<file path="src/design/mlfd_pkg.sv">
// Shared types and constants for the sync-word length-prefixed frame deframer.
// No dependencies; imported by every module of the block.
package mlfd_pkg;

  localparam int unsigned ByteW   = 8;
  localparam int unsigned MaxLenW = 16;
  localparam int unsigned LenW    = 32;
  localparam int unsigned CfgIdxW = 2;
  localparam int unsigned CfgDatW = 16;

  localparam logic [ByteW-1:0]   SyncFirstRst  = 8'hBE;
  localparam logic [ByteW-1:0]   SyncSecondRst = 8'hEF;
  localparam logic [MaxLenW-1:0] MaxLengthRst  = 16'd1024;

  typedef enum logic [CfgIdxW-1:0] {
    REG_SYNC_FIRST  = 2'd0,
    REG_SYNC_SECOND = 2'd1,
    REG_MAX_LENGTH  = 2'd2
  } cfg_reg_e;

  typedef enum logic [1:0] {
    PH_HUNT1  = 2'd0,
    PH_HUNT2  = 2'd1,
    PH_LENGTH = 2'd2,
    PH_DATA   = 2'd3
  } phase_e;

  typedef struct packed {
    logic [ByteW-1:0]   sync_first;
    logic [ByteW-1:0]   sync_second;
    logic [MaxLenW-1:0] max_length;
  } cfg_t;

  typedef struct packed {
    logic             valid;
    logic [ByteW-1:0] data;
    logic             status;
    logic             last;
  } res_t;

endpackage

</file>
<file path="src/design/mlfd_cfg_regs.sv">
// Configuration registers: sync byte values and maximum payload length.
// Depends on mlfd_pkg.
module mlfd_cfg_regs import mlfd_pkg::*; (
  input  logic               clk_i,
  input  logic               rst_ni,
  input  logic               cfg_we_i,
  input  logic [CfgIdxW-1:0] cfg_idx_i,
  input  logic [CfgDatW-1:0] cfg_wdata_i,
  output cfg_t               cfg_o
);

  cfg_t cfg_q, cfg_d;

  always_comb begin
    cfg_d = cfg_q;
    if (cfg_we_i) begin
      unique case (cfg_reg_e'(cfg_idx_i))
        REG_SYNC_FIRST:  cfg_d.sync_first  = cfg_wdata_i[ByteW-1:0];
        REG_SYNC_SECOND: cfg_d.sync_second = cfg_wdata_i[ByteW-1:0];
        REG_MAX_LENGTH:  cfg_d.max_length  = cfg_wdata_i[MaxLenW-1:0];
        default: ;
      endcase
    end
  end

  always_ff @(posedge clk_i or negedge rst_ni) begin
    if (!rst_ni) begin
      cfg_q.sync_first  <= SyncFirstRst;
      cfg_q.sync_second <= SyncSecondRst;
      cfg_q.max_length  <= MaxLengthRst;
    end else begin
      cfg_q <= cfg_d;
    end
  end

  assign cfg_o = cfg_q;

endmodule

</file>
<file path="config.mk">
export PLATFORM = sky130hd
export DESIGN_NAME = mlfd_cfg_regs
export DESIGN_NICKNAME = d
export VERILOG_FILES = /design/src/design/mlfd_pkg.sv /design/src/design/mlfd_cfg_regs.sv
export SDC_FILE = /design/constraint.sdc
export NUM_CORES = 1
export LEC_CHECK = 0
export BUFFER_PORTS_ARGS = -buffer_cell sky130_fd_sc_hd__buf_4
export CORE_MARGIN = 2
export CORE_UTILIZATION = 41
export DETAILED_ROUTE_END_ITERATION = 6
export HOLD_SLACK_MARGIN = 0.02
export PLACE_DENSITY_LB_ADDON = 0.08
export SYNTH_ARGS = -nofsm -noshare
export SYNTH_HDL_FRONTEND = slang
export SYNTH_SLANG_ARGS = --single-unit
</file>
<file path="constraint.sdc">
create_clock -name clk_i -period 0.9 [get_ports clk_i]
set_clock_uncertainty 0.2 [all_clocks]
set_input_delay 0.09 -clock clk_i [delete_from_list [all_inputs] [get_ports clk_i]]
set_output_delay 0.09 -clock clk_i [all_outputs]
set_load 0.01 [all_outputs]
</file>
==> results of run 1 <==
-- cell type report --
cell class | instances | area, um^2
Multi-Input combinational cell | 35 | 536
Timing Repair Buffer | 74 | 756
Sequential cell | 32 | 818
Clock buffer | 7 | 65.1
Fill cell | 169 | 592
Tap cell | 31 | 38.8
-- worst register-to-register path, stage by stage (launching register included) --
cell and delay [ps]:
dfrtp_1 410, buf_4 140, mux2_4 260
-- power by group --
part	leakage, uW	internal [uW]	switching, uW
registers	0.000360	1800	227
logic	0.000734	1180	484
clock network	0.0000374	443	458
-- kinds of logic (layout without fill, tap and decap cells) --
family        count (synthesis)  count (layout)  share of synthesized area
simple gates                  3               3                     0.0404
buf+inv                       1              81                    0.00908
mux                          32              32                      0.291
flops                        32              32                      0.660
-- metrics by stage --
step | TNS [ps] | cells
after floorplan | -3840 | 68
after global placement | -8420 | 156
after detailed placement | -8760 | 156
after CTS | -13120 | 175
after global routing | -15450 | 179
final | -13460 | 179
-- repair_timing --
action | in CTS | in global routing
endpoints found under the setup margin | 64 | 64
endpoints found under the hold margin | 64 | 32
gates resized for setup | 49 | 13
buffers inserted | 11 | 7
pin swaps | 0 | 0
-- layer usage --
| layer | up-vias | wire length (um) | global-route usage |
|---|---|---|---|
| li1 | 404 | - | - |
| met4 | 0 | 39 | 0.0584 |
| met2 | 33 | 1590 | 0.289 |
| met5 | - | 0 | 0 |
| met3 | 5 | 197 | 0.0808 |
| met1 | 413 | 1200 | 0.219 |
-- worst max-delay path by stage --
stage / from / to / cells past startpoint
after floorplan: cfg_idx_i[0] / cfg_o[25] / 2
after global placement: cfg_idx_i[0] / cfg_o[30] / 4
after detailed placement: cfg_idx_i[0] / cfg_o[24] / 4
after CTS: cfg_o[23] / cfg_o[23] / 1
after global routing: cfg_o[23] / cfg_o[23] / 1
final: cfg_o[19] / cfg_o[19] / 1
-- cells in the final DEF, fill, tap and decap left out, drive strengths merged --
master	synthesis	layout
buf	1	73
mux2	32	32
dfrtp	18	18
dfstp	14	14
clkbuf	0	7
nand3b	2	2
nor3b	1	1
dlygate4sd3	0	1
==> flow_summary.ini, run 1 <==
[sta]
setup_slack_ps = -381
relSlewSlack = 0.737
setup_viol = 64
worst_slew_pin_slew_ps = 395
finalHoldViolations = 32
hold_ws_ps = -211
slew_viol_final = 0
post-route-period-util = 1.42
finalCriticalPeriod_ps = 1280
rsz0062_at_grt = true
max_freq_ghz = 0.781

[status]
violations = hold timing, setup timing
status = complete, but fails checks

[setup_path]
endpoint_kind = primary output
worst-path-buf-inv = 1
required_ps = 610
crit_family = flip-flops
start_kind = register
path_cells = buf_6
slowest_stage = dfstp_2
crit_type = register to primary output
worstReg2RegEnd = cfg_o[24]
r2r-start = cfg_o[24]
worstPathArrival_ps = 990
reg2reg_slack_ps = -210
crit_path_max_incr_delay_ps = 560
cp_max_fo = 2
r2r_cells = 2

[yosys]
yosysMostFrequentCell = mux2_2
yosysSeqAreaShare = 0.660
synth.distinct_cells = 7
synth_ff_type = dfrtp_1
ys_ff_latch = 32
netlist_top_cells_count = mux2_2, dfrtp_1, dfstp_2
synth_cells = 68
synth_edf_count = 0
syn_nets = 89
async_reset_ff_frac = 1.00
yosys-top-cells-area = dfrtp_1, dfstp_2, mux2_2
yosys.area.top_type_share = 0.363
syn_area_per_cell_um2 = 18.2
syn_area_um2 = 1240
yosysTopAreaCell = dfrtp_1
synth_warnings = 0

[cts]
cts_tree = built
clk_path_buf_depth = 2
ctsHoldBuffers = 1
clock_latency_ps = 320
cts_num_sinks = 32
path_clk_slew_ps = 100
h-tree-depth = 2
ctsRootBufferMaster = clkbuf_4
numCtsBuffers = 5

[cells_and_area]
finish.utilization = 0.789
drive_above_1_share = 0.872
syn_to_final_growth_pct = 78.5
nets = 169
stdcell_area_um2 = 2210
largest_reg_flops = 32
antenna_cells = 0

[placement]
numPortBuffers = 52
gp_routability_congestion = 0.663
dp_slack_ps = -310
place_hpwl_mm = 1.70
placed_area_um2 = 1800

[worst_hold_path]
min_path_cells = 2
hold_path_end = cfg_o[15]
hold_path_class = primary input to register
hp-start = cfg_wdata_i[15]

[power_and_ir_drop]
power.density_nw_per_um2 = 2080
p_total_uw = 4600
leakage_uw = 0.00113
ir_drop_mv = 1.30

[floorplan]
coreArea_um2 = 2810
die_height_um = 59.0
die-area_um2 = 3480
rows = 19
initial_utilization = 0.442
ios = 53
die_w_um = 59.0

[drt]
vias = 855
drt_wl_total_mm = 3.02
drt-pass1-iter-count = 4
dr.first_iter.drc_count = 16
ant_nets = 0
drc_errors = 0
vias_per_cell = 4.78
wl_per_cell_um = 16.9

[flow_run]
cap_viol_max_count = 0

[global_route]
antenna_found_initial = 0
overflow = 0
grt_pass1_vias = 929
grt_pass1_wl_mm = 4.48
grt_usage = 0.181
grt_max_degree = 33
(Power assumes the default switching activity.)
==> run 2: changes to the inputs <==
--- a/config.mk
+++ b/config.mk
@@ -11,6 +11,7 @@
 export DETAILED_ROUTE_END_ITERATION = 6
 export HOLD_SLACK_MARGIN = 0.02
 export PLACE_DENSITY_LB_ADDON = 0.08
+export SETUP_SLACK_MARGIN = 0.5
 export SYNTH_ARGS = -nofsm -noshare
 export SYNTH_HDL_FRONTEND = slang
 export SYNTH_SLANG_ARGS = --single-unit
==> run 2 against run 1 <==
Against the previous run: count of clock-buffer cells in the layout stayed put; highest routed layer unchanged; the flow still finishes with violations (hold timing, setup timing); largest power group unchanged; combinational power up 3%; wire length is 0.40% higher; critical path type unchanged.
==> flow_summary.ini, run 2 (same netlist as run 1, synthesis figures left out) <==
[status]
status = complete, but fails checks
violations = hold timing, setup timing

[setup_path]
worst-path-buf-inv = 1
crit_type = register to primary output
endpoint_kind = primary output
slowest_stage = dfstp_2
cp_max_fo = 2
worstPathArrival_ps = 1000
required_ps = 610
start_kind = register
crit_path_max_incr_delay_ps = 570
path_cells = buf_6
crit_family = flip-flops

[sta]
worst_slew_pin_slew_ps = 395
setup_slack_ps = -394
post-route-period-util = 1.44
rsz0062_at_grt = true
slew_viol_final = 0
hold_ws_ps = -525
finalHoldViolations = 64
setup_viol = 64
relSlewSlack = 0.737
max_freq_ghz = 0.773
finalCriticalPeriod_ps = 1290

[cts]
clock_latency_ps = 320
clk_path_buf_depth = 2
numCtsBuffers = 5
cts_num_sinks = 32
ctsRootBufferMaster = clkbuf_4
path_clk_slew_ps = 90
h-tree-depth = 2
cts_tree = built

[drt]
dr.first_iter.drc_count = 15
vias = 877
ant_nets = 0
drt_wl_total_mm = 3.04
drc_errors = 0
wl_per_cell_um = 16.8
drt-pass1-iter-count = 4
vias_per_cell = 4.85

[cells_and_area]
final_cell_mix = buf_6, mux2_4, buf_4
nets = 171
largest_reg_flops = 32
antenna_cells = 0
stdcell_area_um2 = 2240
drive_above_1_share = 0.880
syn_to_final_growth_pct = 80.4
final_common_cell = buf_6

[flow_run]
cap_viol_max_count = 0

[global_route]
antenna_found_initial = 0
grt_usage = 0.183
globalRouteMet1Util = 0.228
use_met3 = 0.0808
grt_max_degree = 33
top_usage_layer = met2
grt_pass1_vias = 919
grt_pass1_wl_mm = 4.51
overflow = 0
gr-usage-met2 = 0.287

[floorplan]
coreArea_um2 = 2810
die-area_um2 = 3480
ios = 53
die_w_um = 59.0
rows = 19
initial_utilization = 0.442
die_height_um = 59.0

[power_and_ir_drop]
leakage_uw = 0.00115
p_total_uw = 4650
ir_drop_mv = 1.30
power.density_nw_per_um2 = 2080

[placement]
gp_routability_congestion = 0.663
numPortBuffers = 52
place_hpwl_mm = 1.70
placed_area_um2 = 1800

[worst_hold_path]
hold_path_class = primary input to async pin
==> run 2: changes by cell type in the layout (fill, tap and decap cells not counted) <==
| cell | before | now |
|---|---|---|
| dlygate4sd3_1 | 1 | 0 |
| buf_6 | 46 | 49 |
==> run 2: worst reg2reg max path: stages (launching register included) <==
cell and delay [ps]:
dfrtp_1 420, buf_6 130, buf_6 100, mux2_4 240
==> run 2: per-stage QoR <==
stage	utilization	worst slack, ps	TNS [ps]	cells	hold WS, ps
floorplan	-	-203	-3840	68	-406
global placement	0.641	-304	-8420	156	-161
detailed placement	0.641	-310	-8760	156	-155
CTS	0.759	-393	-13120	174	-518
global route	0.798	-439	-15950	181	-527
finish	0.798	-394	-13850	181	-525
==> run 2: final timing paths <==
| path | startpoint | endpoint | slack, ps | cells past startpoint |
|---|---|---|---|---|
| max | cfg_o[10] | cfg_o[10] | -390 | 1 |
| max reg2reg | cfg_o[2] | cfg_o[2] | -300 | 3 |
| min reg2reg | cfg_o[6] | cfg_o[6] | 340 | 1 |
| min in group clk_i | cfg_wdata_i[9] | cfg_o[9] | -210 | 2 |
| max in group asynchronous | rst_ni | cfg_o[29] | 700 | 1 |
| min | rst_ni | cfg_o[0] | -530 | 1 |
==> run 2: metal layers <==
layer  up-vias  wire length [um]
li1        407                 -
met3         6               189
met1       433              1220
met4         0                43
met2        31              1580
met5         -                 0
==> run 2: layout make-up <==
cell class,instances,area [um^2]
flip-flops and latches,32,818
fillers,164,568
well taps,31,38.8
multi-input cells,35,536
clock buffers,7,65.1
repair buffers,76,779
==> run 2: power breakdown <==
part / leakage [uW] / internal [uW] / total, uW / switching [uW]
registers: 0.000360 / 1800 / 2030 / 232
logic: 0.000748 / 1230 / 1720 / 492
clock network: 0.0000374 / 442 / 899 / 457
==> run 2: timing repair <==
action	CTS	global route
hold endpoints to repair	64	64
resized for setup	49	15
setup endpoints to repair	64	64
pin swaps	0	0
buffers inserted	11	7
