<file path="config.mk">
export PLATFORM = sky130hd
export DESIGN_NAME = mlfd_parser
export DESIGN_NICKNAME = d
export VERILOG_FILES = /design/src/design/mlfd_pkg.sv /design/src/design/mlfd_parser.sv
export SDC_FILE = /design/constraint.sdc
export NUM_CORES = 1
export LEC_CHECK = 0
export ABC_CLOCK_PERIOD_IN_PS = 4200
export BUFFER_PORTS_ARGS = -buffer_cell sky130_fd_sc_hd__clkbuf_2
export CAP_MARGIN = 30
export CORE_UTILIZATION = 58
export CTS_CLUSTER_DIAMETER = 120
export CTS_CLUSTER_SIZE = 20
export DETAILED_ROUTE_END_ITERATION = 6
export MAX_ROUTING_LAYER = met4
export PLACE_DENSITY = 0.81
export SYNTH_ARGS = -nofsm -noshare
export SYNTH_HDL_FRONTEND = slang
export SYNTH_SLANG_ARGS = --single-unit
</file>
<file path="constraint.sdc">
create_clock -name clk_i -period 4.2 [get_ports clk_i]
set_clock_uncertainty 0.05 [all_clocks]
set_input_delay 0.42 -clock clk_i [delete_from_list [all_inputs] [get_ports clk_i]]
set_output_delay 0.42 -clock clk_i [all_outputs]
set_load 0.02 [all_outputs]
</file>
<file path="src/design/mlfd_pkg.sv">
// Shared types and constants for the sync-word length-prefixed frame deframer.
// No dependencies; imported by every module of the block.
package mlfd_pkg;

  localparam int unsigned ByteW   = 8;
  localparam int unsigned MaxLenW = 16;
  localparam int unsigned LenW    = 32;
  localparam int unsigned CfgIdxW = 2;
  localparam int unsigned CfgDatW = 16;

  localparam logic [ByteW-1:0]   SyncFirstRst  = 8'hBE;
  localparam logic [ByteW-1:0]   SyncSecondRst = 8'hEF;
  localparam logic [MaxLenW-1:0] MaxLengthRst  = 16'd1024;

  typedef enum logic [CfgIdxW-1:0] {
    REG_SYNC_FIRST  = 2'd0,
    REG_SYNC_SECOND = 2'd1,
    REG_MAX_LENGTH  = 2'd2
  } cfg_reg_e;

  typedef enum logic [1:0] {
    PH_HUNT1  = 2'd0,
    PH_HUNT2  = 2'd1,
    PH_LENGTH = 2'd2,
    PH_DATA   = 2'd3
  } phase_e;

  typedef struct packed {
    logic [ByteW-1:0]   sync_first;
    logic [ByteW-1:0]   sync_second;
    logic [MaxLenW-1:0] max_length;
  } cfg_t;

  typedef struct packed {
    logic             valid;
    logic [ByteW-1:0] data;
    logic             status;
    logic             last;
  } res_t;

endpackage

</file>
<file path="src/design/mlfd_parser.sv">
// Frame parser: sync hunt, length gather and payload pass-through state machine.
// Depends on mlfd_pkg; one byte handled per step_i.
module mlfd_parser import mlfd_pkg::*; (
  input  logic             clk_i,
  input  logic             rst_ni,
  input  logic             step_i,
  input  logic [ByteW-1:0] rx_byte_i,
  input  cfg_t             cfg_i,
  output res_t             res_o
);

  phase_e               phase_q, phase_d;
  logic [LenW-1:0]      len_q, len_d;
  logic [MaxLenW-1:0]   cnt_q, cnt_d;
  logic [LenW-1:0]      len_new;
  logic [MaxLenW-1:0]   cnt_inc;

  always_ff @(posedge clk_i or negedge rst_ni) begin
    if (!rst_ni) begin
      phase_q <= PH_HUNT1;
      len_q   <= '0;
      cnt_q   <= '0;
    end else begin
      phase_q <= phase_d;
      len_q   <= len_d;
      cnt_q   <= cnt_d;
    end
  end

  assign cnt_inc = cnt_q + MaxLenW'(1);

  // little-endian length, byte lane picked by the count
  always_comb begin
    len_new = len_q;
    unique case (cnt_q[1:0])
      2'd0: len_new[7:0]   = len_q[7:0]   | rx_byte_i;
      2'd1: len_new[15:8]  = len_q[15:8]  | rx_byte_i;
      2'd2: len_new[23:16] = len_q[23:16] | rx_byte_i;
      default: len_new[31:24] = len_q[31:24] | rx_byte_i;
    endcase
  end

  always_comb begin
    phase_d = phase_q;
    len_d   = len_q;
    cnt_d   = cnt_q;
    res_o   = '0;
    if (step_i) begin
      unique case (phase_q)
        PH_HUNT1: begin
          if (rx_byte_i == cfg_i.sync_first) phase_d = PH_HUNT2;
        end
        PH_HUNT2: begin
          if (rx_byte_i == cfg_i.sync_second) begin
            phase_d = PH_LENGTH;
            len_d   = '0;
            cnt_d   = '0;
          end else begin
            phase_d = PH_HUNT1;
          end
        end
        PH_LENGTH: begin
          len_d = len_new;
          cnt_d = cnt_inc;
          if (cnt_q[1:0] == 2'd3) begin
            cnt_d = '0;
            if (len_new == '0 || len_new > LenW'(cfg_i.max_length)) begin
              phase_d      = PH_HUNT1;
              res_o.valid  = 1'b1;
              res_o.status = 1'b1;
              res_o.last   = 1'b1;
            end else begin
              phase_d = PH_DATA;
            end
          end
        end
        PH_DATA: begin
          cnt_d       = cnt_inc;
          res_o.valid = 1'b1;
          res_o.data  = rx_byte_i;
          // accepted length never exceeds the 16-bit maximum
          if (cnt_inc >= len_q[MaxLenW-1:0]) begin
            phase_d    = PH_HUNT1;
            res_o.last = 1'b1;
          end
        end
        default: phase_d = PH_HUNT1;
      endcase
    end
  end

endmodule

</file>
==> impl_metrics.env, run 1 <==
export IMPL_track_usage_pct=31.0
export IMPL_synth_distinct_cells=47
export IMPL_ys_seq_area_share_pct=34.6
export IMPL_cap_violations=0
export IMPL_fmax_mhz=250
export IMPL_gp_congestion=0.859
export IMPL_critical_path_class="reg2out"
export IMPL_synthMuxAreaShare_pct=0
export IMPL_clk_path_buf_depth=2
export IMPL_cts_max_level=2
export IMPL_synth_seq_cells=50
export IMPL_die_width_um=81
export IMPL_grt_max_degree=51
export IMPL_placementRows=28
export IMPL_avgViaCountPerCell=6.09
export IMPL_die_area_um2=6560
export IMPL_clk_latency_ps=310
export IMPL_period_needed_ps=4000
export IMPL_hold_viol=0
export IMPL_slowest_stage="a211oi_1"
export IMPL_fin_tns_setup_ps=0
export IMPL_port_buffers=53
export IMPL_p_total_w=0.000905
export IMPL_worst_path_max_fanout=10
export IMPL_relSlewSlack_pct=33.3
export IMPL_drcViolationCount=0
export IMPL_hpwl_mm=6.86
export IMPL_antennaDiodeCount=0
export IMPL_vias=3332
export IMPL_synth_xor_area_share_pct=7.02
export IMPL_area_growth_pct=10.8
export IMPL_io_pins=54
export IMPL_cp_start_kind="register"
export IMPL_yosysWarnings=0
export IMPL_power_density_nw_per_um2=226
export IMPL_netlist_area_leader_share_pct=34.6
export IMPL_p_leak_nw=2.11
export IMPL_crit_chain="inv_1 > ha_1 > a21oi_1 > inv_1 > ha_1 > and4_1 > nand4_1 > a211oi_1 > o31ai_1 > buf_4 > a211oi_1 > clkbuf_2"
export IMPL_hp_class="in2async"
export IMPL_synth_most_common_cell="nand2_1"
export IMPL_grt_setup_unrepaired="no"
export IMPL_drive_above_1_share_pct=15.3
export IMPL_core_area_um2=5960
export IMPL_first_iter_violations=265
export IMPL_cts_resized=0
export IMPL_synthSimpleGateAreaFrac_pct=19.7
export IMPL_cp_required_ps=3730
export IMPL_cts_buffers=5
export IMPL_tightest_slew_ps=998
export IMPL_postCtsSetupBuffers=0
export IMPL_syn_nets=512
export IMPL_start_util_pct=60.8
export IMPL_post_drt_wl_per_cell_um=16.8
export IMPL_syn_avg_cell_area_um2=8.40
export IMPL_die_y_um=81
export IMPL_nets=552
export IMPL_syn_area_um2=3620
export IMPL_overflow=0
export IMPL_grt_pass1_wl_mm=14.8
export IMPL_vdd_drop_max_mv=0.165
export IMPL_end_kind="primary output"
export IMPL_antenna_found_initial=0
export IMPL_ys_flop_type="dfrtp_1"
export IMPL_first_pass_iters=5
export IMPL_syn_inst=431
export IMPL_synth_area_leader_cell="dfrtp_1"
export IMPL_arrival_ps=3530
export IMPL_clock_sinks=50
export IMPL_cts_clk_slew_worst_paths_ps=110
export IMPL_synth_top_family_by_area="simple AND/OR/NAND/NOR gates"
export IMPL_cts_hold_buf=0
export IMPL_yosys_top_cells_area="dfrtp_1 35%, ha_1 13%, nand2_1 5.8%, xnor2_1 5.8%, inv_1 4.5%"
export IMPL_synth_compound_area_share_pct=18.0
export IMPL_synth_adder_area_share_pct=13.1
export IMPL_antenna_left=0
export IMPL_ys_async_sr_fraction_pct=100
export IMPL_status="finished, final reports clean"
export IMPL_max_stage_delay_ps=470
export IMPL_cts_tree="built"
export IMPL_grt_pass1_vias=3229
export IMPL_routed_wl_mm=9.16
export IMPL_synth_edf_count=0
export IMPL_cts_root_buf="clkbuf_8"
export IMPL_period_share_pct=95.2
export IMPL_finalSetupViolCount=0
export IMPL_slew_violations=0
export IMPL_yosys_top_cells_count="56 x nand2_1, 50 x dfrtp_1, 43 x inv_1"
[cells by family (layout without fill, tap and decap cells)]
group	Yosys count	count (layout)
AND/OR/NAND/NOR	149	149
flip-flops	50	50
adder cells (fa/ha/maj)	38	38
XOR/XNOR	29	29
buffers and inverters	69	110
AO/OA/AOI/OAI	96	96
[layer usage]
layer | vias to the layer above | part of all wire [%] | wire length (µm) | global-route usage [%]
met3 | 21 | 6.2 | 572 | 4.83
met4 | 0 | 2.3 | 215 | 12.9
met5 | - | 0 | 0 | -
li1 | 1581 | - | - | -
met1 | 1576 | 41 | 3760 | 36.9
met2 | 154 | 50 | 4610 | 52.2
[worst max-delay path, delay by kind of cell, from the launching register on]
family | cells | cell delay, ps
DFF | 1 | 460
and+or+nand+nor | 2 | 340
adders and majority gates | 2 | 600
buffers and inverters | 4 | 570
AOI/OAI and AO/OA | 4 | 1250
[area by class of cell]
| type | instances | area (µm²) |
|---|---|---|
| inverter | 43 | 161 |
| sequential | 50 | 1250 |
| clock buffer | 5 | 68.8 |
| multi-input combinational | 312 | 2100 |
| timing repair buffer | 59 | 310 |
| tap | 75 | 93.8 |
| fill | 501 | 1940 |
| clock inverter | 3 | 28.8 |
[worst paths after layout]
| path | end | from | cells past startpoint | slack (ps) |
|---|---|---|---|---|
| max | res_o[0] | cnt_q[1] | 12 | 200 |
| min | len_q[4] | rst_ni | 2 | 150 |
| max reg2reg | phase_q[1] | cnt_q[1] | 14 | 890 |
| min reg2reg | len_q[20] | len_q[20] | 2 | 460 |
| max in group asynchronous | cnt_q[0] | rst_ni | 2 | 3480 |
| min in group clk_i | phase_q[0] | cfg_i[31] | 4 | 410 |
[report_power, final]
group | total [W] | switching (W) | internal (W)
Combinational | 0.000109 | 0.0000647 | 0.0000442
Clock | 0.000312 | 0.000187 | 0.000125
Sequential | 0.000484 | 0.00000177 | 0.000483
[cells in the final DEF (no fill, tap or decap), drive strengths merged, types with 9 or more instances in the layout]
cell type / count
a21oi: 32
a32o: 13
clkbuf: 58
xnor2: 24
nand3: 9
nand4: 11
o21ai: 18
inv: 45
and2: 9
ha: 38
nor2: 31
dfrtp: 50
nand2: 56
[registers in the layout, summed over array words and instances (netlist names)]
register / flops
phase_q: 2
len_q: 32
cnt_q: 16
[metrics by stage]
| step | worst slack, ps | std cells | utilization, % | instance area (µm²) | hold slack, ps |
|---|---|---|---|---|---|
| CTS | 225 | 547 | 67.3 | 4010 | 187 |
| global placement | 693 | 537 | 65.4 | 3890 | 427 |
| global route | 19.7 | 547 | 67.4 | 4010 | 214 |
| finish | 203 | 547 | 67.4 | 4010 | 155 |
| detailed placement | 595 | 539 | 65.7 | 3910 | 440 |
| floorplan | 750 | 431 | - | 3620 | 74.4 |
No activity file was read; power rests on OpenSTA's default activity.
==> run 2: changes to the inputs <==
CORE_UTILIZATION = 55   (was 58)
PLACE_DENSITY = 0.77   (was 0.81)
==> impl_metrics.env, run 2 (synthesis gave the netlist of run 1 again) <==
export IMPL_status="finished, final reports clean"
export IMPL_crit_chain="inv_1 > ha_1 > a21oi_1 > inv_1 > ha_1 > and2_1 > a221o_1 > a221oi_1 > nor2_1 > o31ai_2 > a211oi_1 > clkbuf_2"
export IMPL_fin_util_pct=63.6
export IMPL_antenna_found_initial=0
export IMPL_area_growth_pct=11.6
export IMPL_top_register="len_q"
export IMPL_die_y_um=83.1
export IMPL_overflow=0
export IMPL_gp_congestion=0.886
export IMPL_cap_violations=0
export IMPL_die_area_um2=6910
export IMPL_tightest_slew_ps=651
export IMPL_final_cell_mix="56 x nand2_1, 53 x clkbuf_2, 50 x dfrtp_1"
export IMPL_relSlewSlack_pct=56.6
export IMPL_worst_path_max_fanout=10
export IMPL_cts_hold_buf=0
export IMPL_grt_pass1_vias=3191
export IMPL_largest_register_ff_count=32
export IMPL_vdd_drop_max_mv=0.163
export IMPL_clk_latency_ps=310
export IMPL_vias=3243
export IMPL_cts_root_buf="clkbuf_8"
export IMPL_fmax_mhz=257
export IMPL_arrival_ps=3420
export IMPL_reg_top3="len_q x32, cnt_q x16, phase_q x2"
export IMPL_first_pass_iters=5
export IMPL_crit_path_end="res_o[0]"
export IMPL_register_area_um2=1250
export IMPL_max_stage_delay_ps=450
export IMPL_critical_path_class="reg2out"
export IMPL_slew_violations=0
export IMPL_cts_clk_slew_worst_paths_ps=100
export IMPL_clk_path_buf_depth=2
export IMPL_routed_wl_mm=8.84
export IMPL_first_iter_violations=229
export IMPL_drcViolationCount=0
export IMPL_fin_hold_ws_ps=156
export IMPL_io_pins=54
export IMPL_cts_tree="built"
export IMPL_antennaDiodeCount=0
export IMPL_critPathLaunch="cnt_q[1]"
export IMPL_layout_commonest_cell="nand2_1"
export IMPL_avgViaCountPerCell=5.90
export IMPL_cp_start_kind="register"
export IMPL_hp_class="in2async"
export IMPL_port_buffers=53
export IMPL_pre_cts_ws_ps=504
export IMPL_slowest_stage="dfrtp_1"
export IMPL_cp_required_ps=3730
export IMPL_r2r_start="cnt_q[0]"
export IMPL_hold_viol=0
export IMPL_timing_rr_end="phase_q[1]"
export IMPL_fin_tns_setup_ps=0
export IMPL_grt_pass1_wl_mm=14.9
export IMPL_layout_setup_ws_ps=306
export IMPL_core_area_um2=6350
export IMPL_period_needed_ps=3890
export IMPL_reg2regPathDepth=13
export IMPL_track_usage_pct=28.1
export IMPL_cts_buffers=5
export IMPL_reg2reg_slack_ps=850
export IMPL_end_kind="primary output"
export IMPL_placementRows=29
export IMPL_drive_above_1_share_pct=15.6
export IMPL_grt_setup_unrepaired="no"
export IMPL_post_drt_wl_per_cell_um=16.1
export IMPL_power_density_nw_per_um2=232
export IMPL_die_width_um=83.1
export IMPL_p_leak_nw=2.12
export IMPL_period_share_pct=92.7
export IMPL_start_util_pct=57.0
export IMPL_antenna_left=0
export IMPL_fillers=533
export IMPL_multi_input_area_um2=2100
export IMPL_grt_max_degree=51
export IMPL_clock_sinks=50
export IMPL_nets=553
export IMPL_hpwl_mm=6.68
export IMPL_cts_max_level=2
export IMPL_finalSetupViolCount=0
run 2: through the flow:
step	cells	power, W	instance area, µm²
after floorplan	431	0.000556	3620
after global placement	538	0.000598	3890
after detailed placement	540	0.000602	3910
after CTS	548	0.000938	4010
after global routing	550	0.000972	4040
final	550	0.000937	4040
run 2: area by class of cell:
type / instances / area share [%]
multi-input combinational: 312 / 52.1
timing repair buffer: 60 / 7.87
sequential: 50 / 31.0
clock inverter: 3 / 0.991
clock buffer: 5 / 1.70
inverter: 43 / 4.00
tap: 77 / 2.39
run 2: report_power, final:
part           total (W)  switching (W)  internal, W
combinational   0.000108      0.0000642    0.0000440
sequential      0.000484     0.00000171     0.000482
clock           0.000344       0.000169     0.000176
run 2: metal layers:
metal / vias to the layer above / share of wire [%] / track usage [%]
li1: 1572 / - / -
met4: 0 / 2.6 / 9.87
met2: 131 / 48 / 46.5
met5: - / 0 / -
met1: 1518 / 44 / 35.0
met3: 22 / 6.0 / 4.37
run 2: worst min-delay path by stage:
stage	to	slack, ps	cells past startpoint
after floorplan	cnt_q[0]	70	0
after global placement	len_q[16]	430	2
after detailed placement	len_q[20]	440	2
after CTS	cnt_q[4]	190	2
after global routing	len_q[2]	200	2
final	cnt_q[4]	160	2
run 2: repair_timing:
| item | in CTS | in global routing |
|---|---|---|
| setup buffers | 0 | 1 |
| endpoints found under the hold margin | 0 | 0 |
| gates resized for setup | 0 | 3 |
| endpoints found under the setup margin | 0 | 1 |
run 2: critical path, delay by kind of cell, from the launching register on:
kind | cells | cell delay [ps]
AND/OR/NAND/NOR | 2 | 280
AO/OA/AOI/OAI | 5 | 1450
adder cells (fa/ha/maj) | 2 | 600
buffers and inverters | 3 | 340
flip-flops | 1 | 450
